File: config.mk
export PLATFORM = sky130hd
export DESIGN_NAME = bcd_digit_packer
export DESIGN_NICKNAME = d
export VERILOG_FILES = /design/src/design/bdp_pkg.sv /design/src/design/bdp_regs.sv /design/src/design/bdp_dpath.sv /design/src/design/bdp_ctrl.sv /design/src/design/bcd_digit_packer.sv
export VERILOG_INCLUDE_DIRS = /design/src /design/src/design
export SDC_FILE = /design/constraint.sdc
export NUM_CORES = 1
export LEC_CHECK = 0
export BUFFER_PORTS_ARGS = -buffer_cell sky130_fd_sc_hd__buf_2
export CORE_MARGIN = 2
export CORE_UTILIZATION = 52
export DETAILED_ROUTE_END_ITERATION = 12
export PLACE_DENSITY = 0.85
export SYNTH_ARGS = -nofsm -noshare
export SYNTH_HDL_FRONTEND = slang
export SYNTH_SLANG_ARGS = --single-unit
File: constraint.sdc
create_clock -name clk -period 3.7 [get_ports clk]
set_input_delay 0.185 -clock clk [delete_from_list [all_inputs] [get_ports clk]]
set_output_delay 0.185 -clock clk [all_outputs]
set_load 0.05 [all_outputs]
File: src/design/assert_macros.svh
// assertion helpers used by the rtl controller
`ifndef ASSERT_MACROS_SVH
`define ASSERT_MACROS_SVH
`ifndef SYNTHESIS
// condition must never be seen at a clock edge
`define ASSERT_NEVER(lbl, clk, rst, expr) \
  lbl: assert property (@(posedge clk) disable iff (rst) !(expr)) \
    else $error("assertion failed: forbidden condition");
// antecedent implies consequent in the same cycle
`define ASSERT_IMPLY(lbl, clk, rst, ante, cons) \
  lbl: assert property (@(posedge clk) disable iff (rst) (ante) |-> (cons)) \
    else $error("assertion failed: implication violated");
`else
`define ASSERT_NEVER(lbl, clk, rst, expr)
`define ASSERT_IMPLY(lbl, clk, rst, ante, cons)
`endif
`endif

File: src/design/bdp_pkg.sv
`timescale 1ns / 1ps

package bdp_pkg;

  // octet limit per string and counter width
  localparam int MAX_OCTETS = 32;
  localparam int SENT_W     = $clog2(MAX_OCTETS + 1);
  localparam int LEN_W      = 6;

  // character and fill constants
  localparam logic [7:0] CHAR_ZERO   = 8'h30;
  localparam logic [7:0] CHAR_NINE   = 8'h39;
  localparam logic [3:0] FILL_NIBBLE = 4'hF;
  localparam logic [7:0] PAD_OCTET   = 8'hFF;

  // register indexes on the config port
  typedef enum logic [1:0] {
    REG_SKIP_FIRST     = 2'd0,
    REG_LEADING_NIBBLE = 2'd1,
    REG_PAD_ENABLE     = 2'd2,
    REG_OCTET_LENGTH   = 2'd3
  } reg_index_t;

  // result status codes
  typedef enum logic [1:0] {
    ST_OK       = 2'd0,
    ST_BAD_CHAR = 2'd1,
    ST_TOO_LONG = 2'd2
  } status_t;

  // controller states
  typedef enum logic [1:0] {
    S_IDLE,
    S_EVAL,
    S_TAIL,
    S_PAD
  } state_t;

  // which result the datapath builds
  typedef enum logic [2:0] {
    EK_BAD_CHAR,
    EK_TOO_LONG,
    EK_PAIR,
    EK_TAIL,
    EK_PAD
  } emit_kind_t;

  typedef struct packed {
    logic             skip_first;
    logic [3:0]       leading_nibble;
    logic             pad_enable;
    logic [LEN_W-1:0] octet_length;
  } cfg_t;

  typedef struct packed {
    logic       accept;
    logic       settle;
    logic       hold_digit;
    logic       clear_held;
    logic       count;
    logic       drop;
    logic       new_string;
    logic       emit;
    emit_kind_t kind;
    logic       last;
  } dp_cmd_t;

  typedef struct packed {
    logic dropping;
    logic has_char;
    logic str_end;
    logic is_digit;
    logic held_valid_eff;
    logic held_valid;
    logic at_limit;
    logic pad_more_now;
    logic pad_more_after;
    logic out_free;
  } dp_status_t;

endpackage

File: src/design/bdp_regs.sv
`timescale 1ns / 1ps

module bdp_regs
  import bdp_pkg::*;
(
  input  logic        clk,
  input  logic        rst,
  input  logic        psel,
  input  logic        penable,
  input  logic        pwrite,
  input  logic [3:0]  paddr,
  input  logic [31:0] pwdata,
  output logic [31:0] prdata,
  output logic        pready,
  output cfg_t        cfg
);

  logic       wr_en;
  reg_index_t idx;

  assign wr_en  = psel && penable && pwrite;
  assign idx    = reg_index_t'(paddr[3:2]);
  assign pready = 1'b1;

  // register writes
  always_ff @(posedge clk) begin
    if (rst) begin
      cfg <= '0;
    end else if (wr_en) begin
      case (idx)
        REG_SKIP_FIRST:     cfg.skip_first     <= pwdata[0];
        REG_LEADING_NIBBLE: cfg.leading_nibble <= pwdata[3:0];
        REG_PAD_ENABLE:     cfg.pad_enable     <= pwdata[0];
        REG_OCTET_LENGTH:   cfg.octet_length   <= pwdata[LEN_W-1:0];
        default: ;
      endcase
    end
  end

  // register reads
  always_comb begin
    case (idx)
      REG_SKIP_FIRST:     prdata = 32'(cfg.skip_first);
      REG_LEADING_NIBBLE: prdata = 32'(cfg.leading_nibble);
      REG_PAD_ENABLE:     prdata = 32'(cfg.pad_enable);
      REG_OCTET_LENGTH:   prdata = 32'(cfg.octet_length);
      default:            prdata = '0;
    endcase
  end

endmodule

File: src/design/bdp_dpath.sv
`timescale 1ns / 1ps

module bdp_dpath
  import bdp_pkg::*;
(
  input  logic        clk,
  input  logic        rst,
  input  cfg_t        cfg,
  input  dp_cmd_t     cmd,
  output dp_status_t  st,
  input  logic [7:0]  character,
  input  logic        has_character,
  input  logic        string_end,
  output logic        out_valid,
  input  logic        out_stall,
  output logic [7:0]  octet,
  output logic        run_last,
  output logic [1:0]  status
);

  // item latched at the input transfer
  logic [7:0]        item_char;
  logic              item_has;
  logic              item_end;

  // per-string state
  logic [3:0]        held_nibble;
  logic              held_valid;
  logic              at_string_start;
  logic [SENT_W-1:0] octets_sent;
  logic              dropping;

  logic [3:0]        held_eff;
  logic              hv_eff;
  logic [3:0]        digit;
  logic [SENT_W-1:0] limit;
  logic [SENT_W-1:0] sent_inc;
  logic              pad_on;
  logic              len_open;

  // leading nibble takes effect at the first item of a string
  assign hv_eff   = (at_string_start && cfg.skip_first) ? 1'b1 : held_valid;
  assign held_eff = (at_string_start && cfg.skip_first) ? cfg.leading_nibble : held_nibble;
  assign digit    = 4'(item_char - CHAR_ZERO);

  // octet limit; a zero length or one above the maximum gives the maximum
  assign len_open = (int'(cfg.octet_length) == 0) || (int'(cfg.octet_length) > MAX_OCTETS);
  assign limit    = len_open ? SENT_W'(MAX_OCTETS) : SENT_W'(cfg.octet_length);
  assign sent_inc = octets_sent + SENT_W'(1);
  assign pad_on   = cfg.pad_enable && (cfg.octet_length != '0);

  // status to the controller
  always_comb begin
    st.dropping       = dropping;
    st.has_char       = item_has;
    st.str_end        = item_end;
    st.is_digit       = (item_char >= CHAR_ZERO) && (item_char <= CHAR_NINE);
    st.held_valid_eff = hv_eff;
    st.held_valid     = held_valid;
    st.at_limit       = octets_sent >= limit;
    st.pad_more_now   = pad_on && (octets_sent < limit);
    st.pad_more_after = pad_on && (sent_inc < limit);
    st.out_free       = !out_valid || !out_stall;
  end

  // item capture
  always_ff @(posedge clk) begin
    if (cmd.accept) begin
      item_char <= character;
      item_has  <= has_character;
      item_end  <= string_end;
    end
  end

  // string state
  always_ff @(posedge clk) begin
    if (rst || cmd.new_string) begin
      held_nibble     <= '0;
      held_valid      <= 1'b0;
      at_string_start <= 1'b1;
      octets_sent     <= '0;
      dropping        <= 1'b0;
    end else begin
      // held nibble: a new digit, a consumed pair, or the leading nibble
      if (cmd.hold_digit) begin
        held_nibble <= digit;
        held_valid  <= 1'b1;
      end else if (cmd.clear_held) begin
        held_valid <= 1'b0;
      end else if (cmd.settle) begin
        held_nibble <= held_eff;
        held_valid  <= hv_eff;
      end
      if (cmd.settle) begin
        at_string_start <= 1'b0;
      end
      if (cmd.count) begin
        octets_sent <= sent_inc;
      end
      if (cmd.drop) begin
        dropping <= 1'b1;
      end
    end
  end

  // output register valid
  always_ff @(posedge clk) begin
    if (rst) begin
      out_valid <= 1'b0;
    end else if (cmd.emit) begin
      out_valid <= 1'b1;
    end else if (!out_stall) begin
      out_valid <= 1'b0;
    end
  end

  // output register payload
  always_ff @(posedge clk) begin
    if (cmd.emit) begin
      run_last <= cmd.last;
      case (cmd.kind)
        EK_BAD_CHAR: begin
          octet  <= '0;
          status <= ST_BAD_CHAR;
        end
        EK_TOO_LONG: begin
          octet  <= '0;
          status <= ST_TOO_LONG;
        end
        EK_PAIR: begin
          octet  <= {digit, held_eff};
          status <= ST_OK;
        end
        EK_TAIL: begin
          octet  <= {FILL_NIBBLE, held_nibble};
          status <= ST_OK;
        end
        default: begin
          octet  <= PAD_OCTET;
          status <= ST_OK;
        end
      endcase
    end
  end

endmodule

File: src/design/bdp_ctrl.sv
`timescale 1ns / 1ps
`include "assert_macros.svh"

module bdp_ctrl
  import bdp_pkg::*;
(
  input  logic       clk,
  input  logic       rst,
  input  logic       in_valid,
  output logic       in_stall,
  input  dp_status_t st,
  output dp_cmd_t    cmd
);

  state_t state;
  state_t state_next;

  // state register
  always_ff @(posedge clk) begin
    if (rst) begin
      state <= S_IDLE;
    end else begin
      state <= state_next;
    end
  end

  // next state and commands
  always_comb begin
    state_next = state;
    cmd        = '0;
    cmd.kind   = EK_PAD;
    in_stall   = (state != S_IDLE);
    case (state)
      S_IDLE: begin
        if (in_valid) begin
          cmd.accept = 1'b1;
          state_next = S_EVAL;
        end
      end
      S_EVAL: begin
        if (st.out_free) begin
          state_next = S_IDLE;
          if (st.dropping) begin
            cmd.new_string = st.str_end;
          end else if (!st.has_char && !st.str_end) begin
            // nothing to do for an empty item mid-string
          end else if (st.has_char && !st.is_digit) begin
            cmd.emit       = 1'b1;
            cmd.kind       = EK_BAD_CHAR;
            cmd.last       = 1'b1;
            cmd.new_string = st.str_end;
            cmd.drop       = !st.str_end;
          end else if (st.has_char && st.held_valid_eff) begin
            cmd.emit = 1'b1;
            if (st.at_limit) begin
              cmd.kind       = EK_TOO_LONG;
              cmd.last       = 1'b1;
              cmd.new_string = st.str_end;
              cmd.drop       = !st.str_end;
            end else begin
              cmd.kind       = EK_PAIR;
              cmd.settle     = 1'b1;
              cmd.clear_held = 1'b1;
              cmd.count      = 1'b1;
              cmd.last       = st.str_end && !st.pad_more_after;
              cmd.new_string = cmd.last;
              if (st.str_end && !cmd.last) begin
                state_next = S_PAD;
              end
            end
          end else if (st.has_char) begin
            cmd.settle     = 1'b1;
            cmd.hold_digit = 1'b1;
            if (st.str_end) begin
              state_next = S_TAIL;
            end
          end else begin
            // end without character
            cmd.settle = 1'b1;
            state_next = S_TAIL;
          end
        end
      end
      S_TAIL: begin
        if (st.out_free) begin
          state_next = S_IDLE;
          if (st.held_valid) begin
            cmd.emit = 1'b1;
            if (st.at_limit) begin
              cmd.kind       = EK_TOO_LONG;
              cmd.last       = 1'b1;
              cmd.new_string = 1'b1;
            end else begin
              cmd.kind       = EK_TAIL;
              cmd.clear_held = 1'b1;
              cmd.count      = 1'b1;
              cmd.last       = !st.pad_more_after;
              cmd.new_string = cmd.last;
              if (!cmd.last) begin
                state_next = S_PAD;
              end
            end
          end else if (st.pad_more_now) begin
            state_next = S_PAD;
          end else begin
            cmd.new_string = 1'b1;
          end
        end
      end
      S_PAD: begin
        if (st.out_free) begin
          cmd.emit  = 1'b1;
          cmd.kind  = EK_PAD;
          cmd.count = 1'b1;
          cmd.last  = !st.pad_more_after;
          if (cmd.last) begin
            cmd.new_string = 1'b1;
            state_next     = S_IDLE;
          end
        end
      end
      default: begin
        state_next = S_IDLE;
      end
    endcase
  end

  // a result is only loaded into a free output register
  `ASSERT_IMPLY(a_emit_needs_slot, clk, rst, cmd.emit, st.out_free)
  // restarting a string and entering drop mode exclude each other
  `ASSERT_NEVER(a_drop_and_restart, clk, rst, cmd.drop && cmd.new_string)
  // padding only runs while the string is short of its length
  `ASSERT_IMPLY(a_pad_has_room, clk, rst, state == S_PAD, st.pad_more_now)
  // the octet count never passes the limit
  `ASSERT_IMPLY(a_count_in_range, clk, rst, cmd.count, !st.at_limit)

endmodule

File: src/design/bcd_digit_packer.sv
`timescale 1ns / 1ps

// packs an ascii decimal digit string into tbcd octets, earlier digit in
// the low nibble, odd tail filled with 0xF, optional 0xFF padding
// input channel: in_valid / in_stall with character, has_character and
// string_end; a transfer happens when in_valid is high and in_stall low
// output channel: out_valid / out_stall with octet, run_last and status;
// run_last marks the final result of a string, status flags bad
// characters and length overruns (rest of the string is then dropped)
// config: apb-style port, registers at 0x0 skip_first, 0x4
// leading_nibble, 0x8 pad_enable, 0xc octet_length; write only while idle
// the sequencer captures an item, then evaluates it, and takes no new
// item until it is back in idle; an end item that leaves an odd digit
// held or carries no character then takes a tail step, and each padding
// octet takes a step of its own; a pair octet passes the item register
// and then the output register, a tail octet also the tail state
// a stalled receiver holds the output register and the sequencer waits
// reset clears config and string state; no clearing pass is needed
module bcd_digit_packer
  import bdp_pkg::*;
(
  input  logic        clk,
  input  logic        rst,
  input  logic        psel,
  input  logic        penable,
  input  logic        pwrite,
  input  logic [3:0]  paddr,
  input  logic [31:0] pwdata,
  output logic [31:0] prdata,
  output logic        pready,
  input  logic        in_valid,
  output logic        in_stall,
  input  logic [7:0]  character,
  input  logic        has_character,
  input  logic        string_end,
  output logic        out_valid,
  input  logic        out_stall,
  output logic [7:0]  octet,
  output logic        run_last,
  output logic [1:0]  status
);

  cfg_t       cfg;
  dp_cmd_t    cmd;
  dp_status_t st;

  // configuration registers
  bdp_regs u_regs (
    .clk     (clk),
    .rst     (rst),
    .psel    (psel),
    .penable (penable),
    .pwrite  (pwrite),
    .paddr   (paddr),
    .pwdata  (pwdata),
    .prdata  (prdata),
    .pready  (pready),
    .cfg     (cfg)
  );

  // sequencer
  bdp_ctrl u_ctrl (
    .clk      (clk),
    .rst      (rst),
    .in_valid (in_valid),
    .in_stall (in_stall),
    .st       (st),
    .cmd      (cmd)
  );

  // string state and output register
  bdp_dpath u_dpath (
    .clk           (clk),
    .rst           (rst),
    .cfg           (cfg),
    .cmd           (cmd),
    .st            (st),
    .character     (character),
    .has_character (has_character),
    .string_end    (string_end),
    .out_valid     (out_valid),
    .out_stall     (out_stall),
    .octet         (octet),
    .run_last      (run_last),
    .status        (status)
  );

endmodule

==> metrics.cfg <==
[finish]
final_common_cell = buf_2
synthToLayoutAreaGrowth_pct = 7.17
fin_cells = 440
final_cell_mix = buf_2 (43), dfxtp_1 (28), conb_1 (27)
fin_nets = 434
final_layout_size_suffix_gt1_frac = 0.227
n_antenna_cell = 0

[global_route]
antenna_found_initial = 0
grt_pass1_wl_um = 10900
grt_pass1_vias = 2344
grt_start_max_net_pins = 22
grt_use_total = 0.210
overflow = 0

[synth]
ys_ff_latch = 49
async_flop_share = 0
syn_avg_cell_area_um2 = 9.68
yosysTopAreaCellShare = 0.199
ys_seq_area_frac = 0.375
synth_cell_type_count = 59
synthFlopType = dfxtp_1
synth_area_leaders = edfxtp_1 (20%), dfxtp_1 (18%), ha_1 (6.7%), buf_4 (6.4%), mux2i_1 (5.7%)
synth_top_cell_by_area = edfxtp_1
syn_area_mm2 = 0.00317
synth_cells = 328
synth_edf_count = 21
yosysWarningCount = 0

[pwr]
irDropWorstVdd_uv = 220
p_leak_uw = 0.00133
power_frac_seq = 0.530
clock_power_share = 0.284
comb_power_share = 0.186
p_int_uw = 770
power.switching_uw = 363
p_sw_frac = 0.320
power_density_mw_per_mm2 = 333

[placement]
dp.cells = 432
gp_congestion = 0.912
dp_hpwl_um = 5160
port-buffer-count = 43

[clock_tree]
holdBufCountCts = 0
cts_made_buffers = 5
clk_pin_slew_worst_paths_ps = 90
clock_sinks = 49
cts-root-buf = clkbuf_8
clk_path_buf_depth = 2
cts.repair.resized = 0
cts_tree = done
postCtsSetupRepairBufs = 0
htreeDepth = 2
clk_latency_ps = 310

[worst_setup_path]
ff2ff_path_depth = 10
crit_type = flop to flop
startpoint_type = flop
r2r_slack_ps = 480
r2r_start = u_regs.cfg[1]
crit_path_max_fanout = 13
crit_path_end_kind = flop
cp_data_required_time_ps = 3910
r2r_end = u_dpath.at_string_start
worstSetupStartpoint = u_regs.cfg[1]
cp.arrival_ps = 3430
crit_path_end = u_dpath.at_string_start

[routing]
dr.pass1.iters = 4
drc = 0
via_count = 2527
first_iter_violations = 246
routedWlPerCell_um = 15.4
drt-vias-per-instance = 5.74
ant_nets = 0
wl_um = 6790

[run_status]
run_status = complete, no violations

[floorplanning]
dieArea_mm2 = 0.00675
start_util = 0.536
die_w_um = 82.1
die_y_um = 82.1
row_count = 28
coreArea_mm2 = 0.00592
pin_count = 99

[sta]
hold_viol = 0
worstMarginPinSlew_ps = 819
setup_viol = 0
fmax_mhz = 311
grt_setup_unrepaired = no
drv_slew = 0
period_minus_slack_ps = 3220
fin_tns_setup_ps = 0
period_share = 0.869
skew_ps = 5.82
slew_headroom = 0.453

[hold_path]
min_path_type = input pin to flop

[run]
cap_violations = 0

layout make-up:
class | count | area (um^2)
timing repair buffer | 45 | 230
tap | 75 | 93.8
sequential | 49 | 1190
clock buffer | 5 | 68.8
clock inverter | 3 | 21.3
fill | 499 | 2520
inverter | 11 | 41.3
multi-input combinational | 252 | 1760
worst max-delay path, stage by stage, from the launching register on:
cell and delay [ps]:
dfxtp_1 350, or4_4 570, nor2_1 100, nor2_1 70, ha_1 350, a21oi_1 190, o211ai_2 180, o31ai_1 310
a221oi_1 130, or4_4 660, a21o_1 210
sequential cells by signal (all words and copies together), names as in the netlist:
register	count
u_dpath.octets_sent	6
u_dpath.run_last	1
u_dpath.item_end	1
u_dpath.status	2
u_dpath.held_valid	1
u_dpath.dropping	1
u_dpath.at_string_start	1
u_dpath.out_valid	1
u_regs.cfg	12
u_dpath.item_has	1
u_ctrl.state	2
u_dpath.item_char	8
u_dpath.held_nibble	4
u_dpath.octet	8
Yosys cell counts (all sizes together), types with 2 or more instances:
| cell type | instances |
|---|---|
| buf | 33 |
| nand2 | 16 |
| nand3 | 9 |
| xnor2 | 3 |
| a31o | 2 |
| nor3 | 5 |
| clkbuf | 8 |
| a221o | 4 |
| and2 | 2 |
| or3 | 7 |
| mux2 | 4 |
| or4 | 6 |
| inv | 11 |
| mux2i | 18 |
| a2bb2oi | 3 |
| nor2b | 5 |
| ha | 17 |
| dfxtp | 28 |
| edfxtp | 21 |
| and3 | 5 |
| nor2 | 24 |
| a21o | 2 |
| o31ai | 8 |
| nand4 | 4 |
| a21oi | 35 |
| nor4 | 2 |
| a311oi | 2 |
| nand2b | 8 |
| o21ai | 17 |
| conb | 2 |
| o211ai | 3 |
kinds of logic (layout without fill, tap and decap cells):
group                      count (synthesis)  count (layout)  synth area share
xor gates and xnor gates                   4               4            0.0110
other                                      2              27           0.00237
AOI/OAI and AO/OA                         83              83             0.187
muxes                                     23              23            0.0780
adders and majority gates                 17              17            0.0670
DFF                                       49              49             0.375
and+or+nand+nor                           98              98             0.178
buffers and inverters                     52              64             0.101
layer usage:
layer  wire length, um  vias to the layer above  global-route usage
met5                 0                        -                   0
met4               106                        0              0.0833
met3               367                        9              0.0380
met2              3460                       80               0.352
met1              2860                     1216               0.270
li1                  -                     1222                   -
through the flow:
step | hold slack, ps | area (um^2) | worst slack (ps) | util | power (uW)
after floorplan | 284 | 3270 | 910 | - | 800
after global placement | 363 | 3310 | 582 | 0.559 | 816
after detailed placement | 363 | 3310 | 518 | 0.559 | 820
after CTS | 44.4 | 3400 | 496 | 0.575 | 1130
after global routing | 31.7 | 3400 | 331 | 0.575 | 1180
final | 44.0 | 3400 | 483 | 0.575 | 1130
power groups by stage:
stage	Sequential [uW]	Combinational (uW)	Clock [uW]
2_1_floorplan	614	186	0
3_3_place_gp	611	205	0
3_5_place_dp	612	208	0
4_1_cts	599	209	324
5_1_grt	602	227	348
6_report	600	211	322
how the worst min path moves through the flow:
stage / startpoint / end / slack [ps] / depth (start not counted)
6_report: character[2] / u_dpath.item_char[2] / 40 / 1
3_5_place_dp: character[2] / u_dpath.item_char[2] / 360 / 1
3_3_place_gp: character[2] / u_dpath.item_char[2] / 360 / 1
5_1_grt: character[0] / u_dpath.item_char[0] / 30 / 1
2_1_floorplan: character[0] / u_dpath.item_char[0] / 280 / 0
4_1_cts: character[2] / u_dpath.item_char[2] / 40 / 1
Power figures use the tool's default switching activity.
